**src/bmt_pkg.sv**
```systemverilog
// ----------------------------------------------------------------------------
// bmt_pkg: shared types and codes for the bounded multiset table
// Beat layouts for both channels, operation codes and the command
// bundle that the sequencer sends to every storage cell.
// ----------------------------------------------------------------------------
package bmt_pkg;

    localparam logic [1:0] OP_ADD    = 2'd0;
    localparam logic [1:0] OP_REMOVE = 2'd1;
    localparam logic [1:0] OP_CLEAR  = 2'd2;
    localparam logic [1:0] OP_QUERY  = 2'd3;

    typedef struct packed {
        logic [1:0]  func;
        logic [31:0] value;
    } t_bmt_in;

    typedef struct packed {
        logic       ok;
        logic [4:0] match_count;
        logic       found;
        logic [4:0] size;
    } t_bmt_out;

    // Commit strobes, high for one cycle at the end of an operation
    typedef struct packed {
        logic add_en;
        logic rm_en;
    } t_bmt_cmd;

endpackage

```
**src/bmt_cell.sv**
```systemverilog
// ----------------------------------------------------------------------------
// bmt_cell: one slot of the bounded multiset table
// Holds one entry. A scan token passes through the row one cell a cycle,
// carrying the running match count and the first-match flag. At commit
// the cell takes the new value (add) or its neighbour's entry (remove).
// ----------------------------------------------------------------------------
module bmt_cell #(
    parameter int IDX         = 0,
    parameter int VALUE_WIDTH = 32,
    parameter int CW          = 5
) (
    input  logic                   i_clk,
    input  logic                   i_rst_n,
    input  logic [VALUE_WIDTH-1:0] i_val,
    input  logic [CW-1:0]          i_fill,
    input  bmt_pkg::t_bmt_cmd      i_cmd,
    input  logic [VALUE_WIDTH-1:0] i_next,
    input  logic                   i_tok,
    input  logic [CW-1:0]          i_cnt,
    input  logic                   i_have,
    output logic                   o_tok,
    output logic [CW-1:0]          o_cnt,
    output logic                   o_have,
    output logic [VALUE_WIDTH-1:0] o_entry
);

    logic                   r_tok;
    logic [CW-1:0]          r_cnt;
    logic                   r_have;
    logic [VALUE_WIDTH-1:0] r_entry;
    logic                   w_occupied;
    logic                   w_hit;
    logic                   w_is_tail;

    assign w_occupied = CW'(IDX) < i_fill;
    assign w_hit      = w_occupied && (r_entry == i_val);
    assign w_is_tail  = CW'(IDX) == i_fill;

    always_ff @(posedge i_clk) begin
        if (!i_rst_n) begin
            r_tok <= 1'b0;
        end else begin
            r_tok <= i_tok;
        end
    end

    // r_have doubles as "at or past the first match": such cells shift on remove
    always_ff @(posedge i_clk) begin
        if (i_tok) begin
            r_cnt  <= i_cnt + CW'(w_hit);
            r_have <= i_have || w_hit;
        end
    end

    always_ff @(posedge i_clk) begin
        if (i_cmd.add_en && w_is_tail) begin
            r_entry <= i_val;
        end else if (i_cmd.rm_en && r_have) begin
            r_entry <= i_next;
        end
    end

    assign o_tok   = r_tok;
    assign o_cnt   = r_cnt;
    assign o_have  = r_have;
    assign o_entry = r_entry;

endmodule

```
**src/bounded_multiset_table.sv**
```systemverilog
// ----------------------------------------------------------------------------
// bounded_multiset_table: bounded bag of values kept in insertion order
// Input beat: func (add, remove first match, clear, query) and value.
// Output beat: ok, match_count and found (before the operation), size after.
//
// Storage is a row of DEPTH cells. After a beat is taken a scan token walks
// the row one cell per cycle, counting matches and marking the first one;
// a commit cycle then appends, closes the gap, empties the table or, for a query, leaves it as it is.
// The result beat passes r_start, the token walk over the cell row, the
// capture of count and flag and the commit into the output register; the
// next input beat can be taken once the result appears, so the block
// works on one item at a time.
// Input stall is high from acceptance until the commit cycle. The result
// sits in an output register: while the receiver stalls it holds, the block
// still takes the next input beat, and that beat's commit waits until the
// register is free.
// Reset (synchronous, active low) empties the table and drops any result
// beat not yet taken; stored entries are not cleared.
// ----------------------------------------------------------------------------
module bounded_multiset_table #(
    parameter int DEPTH       = 16,
    parameter int VALUE_WIDTH = 32
) (
    input  logic              i_clk,
    input  logic              i_rst_n,
    input  logic              i_in_valid,
    output logic              o_in_stall,
    input  bmt_pkg::t_bmt_in  i_in,
    output logic              o_out_valid,
    input  logic              i_out_stall,
    output bmt_pkg::t_bmt_out o_out
);

    localparam int CW = $clog2(DEPTH + 1);

    localparam logic [1:0] S_IDLE  = 2'd0;
    localparam logic [1:0] S_SWEEP = 2'd1;
    localparam logic [1:0] S_DONE  = 2'd2;

    logic [1:0]             r_state;
    logic [1:0]             n_state;
    logic [CW-1:0]          r_fill;
    logic [CW-1:0]          n_fill;
    logic                   r_start;
    logic [1:0]             r_op;
    logic [VALUE_WIDTH-1:0] r_val;
    logic [CW-1:0]          r_cnt;
    logic                   r_have;
    logic                   r_out_valid;
    bmt_pkg::t_bmt_out      r_out;

    logic                   w_tok  [0:DEPTH];
    logic [CW-1:0]          w_cnt  [0:DEPTH];
    logic                   w_have [0:DEPTH];
    logic [VALUE_WIDTH-1:0] w_entry[0:DEPTH-1];

    logic                   w_accept;
    logic                   w_out_free;
    logic                   w_commit;
    logic                   w_full;
    logic                   w_ok;
    bmt_pkg::t_bmt_cmd      w_cmd;

    function automatic logic [4:0] to_5(input logic [CW-1:0] x);
        logic [31:0] w;
        w = 32'(x);
        return w[4:0];
    endfunction

    assign o_in_stall = (r_state != S_IDLE);
    assign w_accept   = i_in_valid && !o_in_stall;
    assign w_out_free = !r_out_valid || !i_out_stall;
    assign w_commit   = (r_state == S_DONE) && w_out_free;
    assign w_full     = r_fill >= CW'(DEPTH);

    assign w_cmd.add_en = w_commit && (r_op == bmt_pkg::OP_ADD) && !w_full;
    assign w_cmd.rm_en  = w_commit && (r_op == bmt_pkg::OP_REMOVE) && r_have;

    // Token enters cell 0 the cycle after acceptance, once r_val is loaded
    assign w_tok[0]  = r_start;
    assign w_cnt[0]  = '0;
    assign w_have[0] = 1'b0;

    for (genvar g = 0; g < DEPTH; g++) begin : g_cell
        logic [VALUE_WIDTH-1:0] w_next;
        if (g == DEPTH - 1) begin : g_last
            assign w_next = w_entry[g];
        end else begin : g_mid
            assign w_next = w_entry[g+1];
        end
        bmt_cell #(
            .IDX         (g),
            .VALUE_WIDTH (VALUE_WIDTH),
            .CW          (CW)
        ) u_cell (
            .i_clk   (i_clk),
            .i_rst_n (i_rst_n),
            .i_val   (r_val),
            .i_fill  (r_fill),
            .i_cmd   (w_cmd),
            .i_next  (w_next),
            .i_tok   (w_tok[g]),
            .i_cnt   (w_cnt[g]),
            .i_have  (w_have[g]),
            .o_tok   (w_tok[g+1]),
            .o_cnt   (w_cnt[g+1]),
            .o_have  (w_have[g+1]),
            .o_entry (w_entry[g])
        );
    end

    always_comb begin
        n_state = r_state;
        unique case (r_state)
            S_IDLE: begin
                if (w_accept) n_state = S_SWEEP;
            end
            S_SWEEP: begin
                if (w_tok[DEPTH]) n_state = S_DONE;
            end
            S_DONE: begin
                if (w_out_free) n_state = S_IDLE;
            end
            default: n_state = S_IDLE;
        endcase
    end

    always_comb begin
        n_fill = r_fill;
        w_ok   = 1'b1;
        unique case (r_op)
            bmt_pkg::OP_ADD: begin
                w_ok = !w_full;
                if (!w_full) n_fill = r_fill + CW'(1);
            end
            bmt_pkg::OP_REMOVE: begin
                w_ok = r_have;
                if (r_have) n_fill = r_fill - CW'(1);
            end
            bmt_pkg::OP_CLEAR: n_fill = '0;
            bmt_pkg::OP_QUERY: n_fill = r_fill;
        endcase
    end

    always_ff @(posedge i_clk) begin
        if (!i_rst_n) begin
            r_state     <= S_IDLE;
            r_fill      <= '0;
            r_start     <= 1'b0;
            r_out_valid <= 1'b0;
        end else begin
            r_state <= n_state;
            r_start <= w_accept;
            if (w_commit) begin
                r_fill      <= n_fill;
                r_out_valid <= 1'b1;
            end else if (!i_out_stall) begin
                r_out_valid <= 1'b0;
            end
        end
    end

    always_ff @(posedge i_clk) begin
        if (w_accept) begin
            r_op  <= i_in.func;
            r_val <= VALUE_WIDTH'(i_in.value);
        end
        if (w_tok[DEPTH]) begin
            r_cnt  <= w_cnt[DEPTH];
            r_have <= w_have[DEPTH];
        end
        if (w_commit) begin
            r_out.ok          <= w_ok;
            r_out.match_count <= to_5(r_cnt);
            r_out.found       <= r_have;
            r_out.size        <= to_5(n_fill);
        end
    end

    assign o_out_valid = r_out_valid;
    assign o_out       = r_out;

    logic [DEPTH:0] w_tok_vec;
    for (genvar g = 0; g <= DEPTH; g++) begin : g_tokv
        assign w_tok_vec[g] = w_tok[g];
    end

    a_one_token: assert property (@(posedge i_clk) disable iff (!i_rst_n)
        $onehot0(w_tok_vec))
        else $error("more than one scan token in the cell row");

    a_fill_bound: assert property (@(posedge i_clk) disable iff (!i_rst_n)
        r_fill <= CW'(DEPTH))
        else $error("fill count beyond depth");

    a_tok_in_sweep: assert property (@(posedge i_clk) disable iff (!i_rst_n)
        w_tok[DEPTH] |-> (r_state == S_SWEEP))
        else $error("scan token left the row outside a sweep");

    a_add_grows: assert property (@(posedge i_clk) disable iff (!i_rst_n)
        w_cmd.add_en |=> (r_fill == $past(r_fill) + CW'(1)))
        else $error("successful add did not grow the table");

    a_commit_valid: assert property (@(posedge i_clk) disable iff (!i_rst_n)
        w_commit |=> o_out_valid)
        else $error("commit without a result beat");

endmodule

```
**config.mk**
```make
export PLATFORM = sky130hd
export DESIGN_NAME = bounded_multiset_table
export DESIGN_NICKNAME = d
export VERILOG_FILES = /design/src/bmt_pkg.sv /design/src/bmt_cell.sv /design/src/bounded_multiset_table.sv
export SDC_FILE = /design/constraint.sdc
export NUM_CORES = 1
export LEC_CHECK = 0
export BUFFER_PORTS_ARGS = -buffer_cell sky130_fd_sc_hd__buf_4
export CAP_MARGIN = 20
export CELL_PAD_IN_SITES_DETAIL_PLACEMENT = 0
export CELL_PAD_IN_SITES_GLOBAL_PLACEMENT = 1
export CORE_AREA = 2 2 285 287
export DETAILED_ROUTE_END_ITERATION = 8
export DIE_AREA = 0 0 287 289
export PLACE_DENSITY = 0.73
export RECOVER_POWER = 100
export SYNTH_ARGS = -nofsm -noshare
export SYNTH_HDL_FRONTEND = slang
export SYNTH_HIERARCHICAL = 1
export SYNTH_SLANG_ARGS = --single-unit
```
**constraint.sdc**
```tcl
create_clock -name i_clk -period 6.8 [get_ports i_clk]
set_clock_uncertainty 0.2 [all_clocks]
set_input_delay 0.68 -clock i_clk [delete_from_list [all_inputs] [get_ports i_clk]]
set_output_delay 0.68 -clock i_clk [all_outputs]
set_load 0.005 [all_outputs]
```
### Word level (Yosys, flattened, before mapping)

Cells that the tools add are included.

| cells by class | value |
|---|---|
| reductions and logical operators | 93 |
| mux-type cells | 40 |
| eq/ne operators | 40 |
| $lt $le $gt $ge | 17 |
| add/sub/neg operators | 17 |

Operator list:

| cell | number |
|---|---|
| two-way mux 32 bit | 30 |
| == test 32 bit | 16 |
| adder 5 x 1 -> 5 bit | 14 |
| logical AND 1 bit | 53 |
| == test 4 x 5 -> 1 bit, first input constant | 8 |
| less-than comparator 4 x 5 -> 1 bit, first input constant | 8 |
| nonzero test 2 bit | 16 |
| == test 3 x 5 -> 1 bit, first input constant | 4 |
| less-than comparator 3 x 5 -> 1 bit, first input constant | 4 |
| case mux 5 bit (4 select lines) | 1 |
| logical OR 1 bit | 16 |
| == test 2 x 5 -> 1 bit, first input constant | 2 |
| less-than comparator 1 x 5 -> 1 bit, first input constant | 2 |
| less-than comparator 2 x 5 -> 1 bit, first input constant | 2 |
| two-way mux 5 bit | 2 |
| == test 2 bit, second input constant | 3 |
| two-way mux 2 bit | 3 |
| case mux 2 bit (3 select lines) | 1 |
| adder 5 x 1 -> 5 bit, second input constant | 1 |
| == test 1 x 5 -> 1 bit, first input constant | 1 |
| greater-or-equal comparator 5 bit, second input constant | 1 |
| zero test 5 bit | 1 |
| subtractor 5 x 1 -> 5 bit, second input constant | 1 |
| == test 2 x 1 -> 1 bit, second input constant | 2 |
| other kinds (8) | 15 |

| storage, ports and cells | value |
|---|---|
| bits of input ports | 38 |
| bits in registers | 680 |

### Depth between registers and ports, before layout

| logic depth | value |
|---|---|
| depth after elaboration | 8 |
| depth in mapped cells | 9 |
| depth with buffers taken out | 8 |

### Modules after synthesis

Netlist, hierarchy kept.

Modules (own cells, without submodules):

| module | instances | area each (um^2) | cells each |
|---|---|---|---|
| bmt_cell (g_cell[13].u_cell ...) | 2 | 2140.8 | 134 |
| bmt_cell (g_cell[11].u_cell ...) | 2 | 2048.2 | 132 |
| bounded_multiset_table | 1 | 2198.4 | 136 |
| bmt_cell (g_cell[9].u_cell) | 1 | 2164.6 | 132 |
| bmt_cell (g_cell[10].u_cell) | 1 | 2147.1 | 134 |
| bmt_cell (g_cell[14].u_cell) | 1 | 2145.8 | 133 |
| bmt_cell (g_cell[12].u_cell) | 1 | 2140.8 | 135 |
| bmt_cell (g_cell[4].u_cell) | 1 | 2138.3 | 135 |
| bmt_cell (g_cell[6].u_cell) | 1 | 2137.0 | 133 |
| bmt_cell (g_cell[0].u_cell) | 1 | 2135.8 | 133 |
| bmt_cell (g_cell[5].u_cell) | 1 | 2073.2 | 132 |
| bmt_cell (g_cell[3].u_cell) | 1 | 2040.7 | 132 |
| bmt_cell (g_cell[1].u_cell) | 1 | 2038.2 | 131 |
| bmt_cell (g_cell[7].u_cell) | 1 | 2023.2 | 131 |
| bmt_cell (g_cell[15].u_cell) | 1 | 2010.7 | 132 |

### Worst setup path before layout

No wires, ideal clock.

| timing | value |
|---|---|
| path kind | input to register |
| from | input port i_out_stall |
| to | register g_cell[6].u_cell.r_entry[0] (enable) |
| setup time | 0.389 ns |
| cell stages on the path | 7 |
| setup slack | 2.588 ns |
| data required time | 6.211 ns |
| data arrival time | 3.623 ns |
| path buffers | 2 |
| cells stage by stage | a21oi_1 -> clkbuf_1 -> and3b_1 -> nor4b_2 -> nand3_2 -> buf_6 -> nand2_1 |

RTL lines:

| item | RTL line | RTL |
|---|---|---|
| start, declared | bounded_multiset_table.sv:30 | `input logic i_out_stall,` |
| end signal, assigned | bmt_cell.sv:57 | `r_entry <= i_val;` |
| end signal, assigned | bmt_cell.sv:59 | `r_entry <= i_next;` |
| end, declared | bmt_cell.sv:30 | `logic [VALUE_WIDTH-1:0] r_entry;` |

==> results.txt <==
* Result of the run: complete, but fails checks
- Violated checks: capacitance limit, slew limit
- The cell area that synthesis handed to floorplanning was 35,770 um2.
* Count of port buffers added during placement: 51
* CTS sink count: 685
- By area, the combinational part of the netlist is dominated by multiplexers.
- Of the total synthesized cell area, the portion taken by full adders, half adders and majority gates is 1.189%.
- Worst Hold Path EP: r_val[30]
- No sink is reached through more buffers than the 3 on the longest clock path.
- Global routing used 26.38% of the available met1 tracks.
- Clock root buffer: clkbuf_16
- Reg-to-reg slack, setup: 1730 ps
- Area share of xor/xnor cells in the synthesized design: 13.71%
* Detailed Route Iter0 Violations: 1,578
- Setup slack on the critical path of the routed design comes to 1725 ps.
- Half-perimeter wire length of the detailed placement result: 59.63 mm
* Number of post-CTS setup repair buffers: 0
- Area occupied by registers: 20,320 um2
- Delay contributed by the slowest stage of the critical path: 910 ps
- Count of final setup violators: 0
- After clock tree synthesis, the repair step resized 0 gates.
- Summed negative setup slack over all endpoints: 0 ps
* Post-placement worst setup slack: 2235 ps
- The critical path contains buffers and inverters numbering 4 combined.
- In this run the count of I/O pins placed on the die edge is 52.
* Post-Synth Simple-Gate Area: 6.184%
* Starting Density: 44.77%
- Worst Setup Path Type: register to register
- Ranked by total cell area, the synthesized netlist is headed by edfxtp_1, xor2_1, mux2_4.
* Reg2Reg Depth: 9
- After global routing the overflow that remains totals 0.
- TritonCTS built the clock tree.
* Share of layout cells above drive strength 1: 18.21%
- Post-route non-filler standard cell count: 3,536
- Number of storage elements in the synthesis netlist: 685
* Most used routing layer in global routing: met2
* Count of flip-flops with a built-in enable after synthesis: 660
* Share of cell area taken by muxes after synthesis: 18.88%
* Vias: 19.43k
- Cell with the largest stage delay on the worst path: clkbuf_1
- Min-Delay Path Class: input pin to register
* Number of standard-cell rows in the floorplan: 104
* Critical-path cell list: nand2b_1 -> a21oi_1 -> clkbuf_1 -> and3b_1 -> clkbuf_1 -> nand4_4 -> buf_4 -> nand2_1 -> clkbuf_1
* Sequential element share of the synthesized area: 56.80%
- In this run the most critical hold path is launched from i_in[30].
* Share of flip-flops with an asynchronous set or reset: 0%
- Leak pwr: 13.40 nW
* First-pass GRT wire length: 130.1 mm
- Max IR drop VDD: 0.2526 mV
* Post-synthesis instance total: 2,261
* Fraction of synthesized cell area taken by the top area cell type: 55.40%
- Entering global routing, the biggest net connects 36 pins.
- H-tree level count: 3
- Global routing used 37.35% of the available met2 tracks.
* All-Layer GR Usage: 20.95%
- The worst register-to-register path begins at r_state[0].
* Prevailing post-synth register cell: edfxtp_1
- The count of endpoints failing hold in the final timing report is 0.
* Die W: 287 um
- Max-cap violation count: 5
- Final clock period utilization by the worst path: 74.63%
- Synthesized area per cell: 15.82 um2
- Post-synthesis compound-gate area fraction: 1.238%
- Worst path most repeated cell: clkbuf_1
- Multi-input logic area: 13,700 um2
* Number of nets in the final layout: 2,487
- For this run, the number of Yosys warnings is 6.
- Max-slew headroom: -79.83%
- Total wirelength of the detailed-routed design: 88.01 mm
- The area growth from synthesis to layout is 8.853%.
- Number of nets with antenna violations after routing: 0
* Worst-path clk slew: 60 ps
* Max Clock Freq: 197.1 MHz
- The clock reaches the later pin of the worst-skew pair after 620 ps.
- Maximum fanout along the worst path: 33
- Number of vias per cell after detailed routing: 5.495
- Min cycle time layout: 5075 ps
- Die Span Y: 289 um
* Category of cells accounting for the largest share of critical-path delay: buffers and inverters
- The most common cell in the synthesized netlist is edfxtp_1.
* Global placer's final weighted congestion: 0.8025
- Reg2reg end: g_cell[4].u_cell/o_entry[18]
* Arrival time at the worst endpoint: 5110 ps
- Critical path data required time: 6830 ps
- Power density over cell area: 232.8 nW/um2
- After filler insertion, the fill cell instance count of the layout stands at 6,915.
- Pin slew with the least headroom to its limit: 2697 ps
- After synthesis, the most frequently instantiated cells are edfxtp_1, xor2_1, mux2_4.
* CTS buffer count: 76
- Max-slew violation count: 157
- Setup repair after global routing left no endpoint under its margin.
- First-pass DRT Iterations: 5
- DIE AREA: 82,940 um2
- In the routed design, unresolved DRC markers number 0.
- Worst Hold Depth: 1
* Antenna diode count: 0
- After detailed routing, the average wire length per cell comes to 24.89 um.
- The region available for standard cell placement spans 79,900 um2.
- For met3 alone, demand over resource in global routing was 3.150%.
* Cts-stage hold buffer count: 0
- Initial antenna violation count: 2
- Number of global-route vias before repair: 20.46k
- Yosys mapped the design onto 74 distinct sky130hd cell types.
* DP Cell Count: 3,388
* Cell accounting for the most synthesized area: edfxtp_1
* Startpoint type of the worst setup path: register
* Worst Setup End Kind: register
==> where the power goes <==
| part | switching (mW) | internal, mW | leakage [nW] | total [mW] |
|---|---|---|---|---|
| sequential | 0.0277 | 4.58 | 6.15 | 4.61 |
| combinational | 0.238 | 0.102 | 6.04 | 0.340 |
| clock | 1.68 | 2.44 | 1.21 | 4.12 |
| total | 1.95 | 7.12 | 13.4 | 9.06 |
==> metrics by stage <==
stage               hold slack (ps)  area [um2]  total power [mW]  util (%)
detailed placement            216.6       37450             5.041     46.87
global route                  37.77       38940             9.332     48.74
global placement              221.5       37360             5.037     46.76
CTS                           4.592       39940             9.161     49.98
floorplan                     200.3       35810             4.879         -
finish                        56.10       38940             9.064     48.74
==> how the worst max path moves through the flow <==
stage | startpoint | end | slack [ps] | cells past startpoint
2_1_floorplan | i_out_stall | g_cell[6].u_cell/o_entry[0] | 2590 | 7
3_3_place_gp | i_out_stall | g_cell[15].u_cell/o_entry[0] | 2410 | 10
3_5_place_dp | i_out_stall | g_cell[12].u_cell/o_entry[11] | 2230 | 7
4_1_cts | r_state[0] | g_cell[12].u_cell/o_entry[27] | 2550 | 7
5_1_grt | r_state[0] | g_cell[4].u_cell/o_entry[12] | 1390 | 9
6_report | r_state[0] | g_cell[4].u_cell/o_entry[18] | 1730 | 9
==> registers in the layout, summed over array words and instances, names as in the netlist, 5 cells and up <==
signal,cells
g_cell.u_cell/o_cnt,80
r_cnt,5
o_out,12
g_cell.u_cell/o_tok,16
g_cell.u_cell/o_entry,512
g_cell.u_cell/o_have,16
r_fill,5
r_val,32
==> cells in the final DEF (no fill, tap or decap), drive strengths merged, types with 7 or more instances in the layout <==
cell	instances
clkinv	28
nand3	54
a21o	9
mux2	512
o21ai	10
o31ai	11
nor4	122
buf	62
bufinv	7
nand2	36
nor2	17
inv	26
nor3	23
and2	16
dfxtp	25
clkbuf	158
nand4	25
ha	34
xor2	492
conb	10
xnor2	68
edfxtp	660
a21oi	9
==> per-layer routing <==
metal,vias up,share of wire [%]
li1,8874,-
met3,145,5.1
met2,516,51
met5,-,0
met4,0,2.5
met1,9894,42
==> layout make-up <==
cell class                      instances  area share (%)
Clock buffer                           96           5.344
Timing Repair Buffer                  124           2.606
Inverter                               22          0.2121
Clock inverter                         43           1.051
Multi-Input combinational cell       1506           35.19
Tap cell                             1060           3.406
Sequential cell                       685           52.19
==> kinds of logic after synthesis <==
family,after synthesis
compound gates,59
mux,513
fa+ha+maj,34
simple gates,330
flops,685
other cells,1
xor+xnor,560
buf+inv,79
Note: power is estimated with default switching activity, not from simulation.
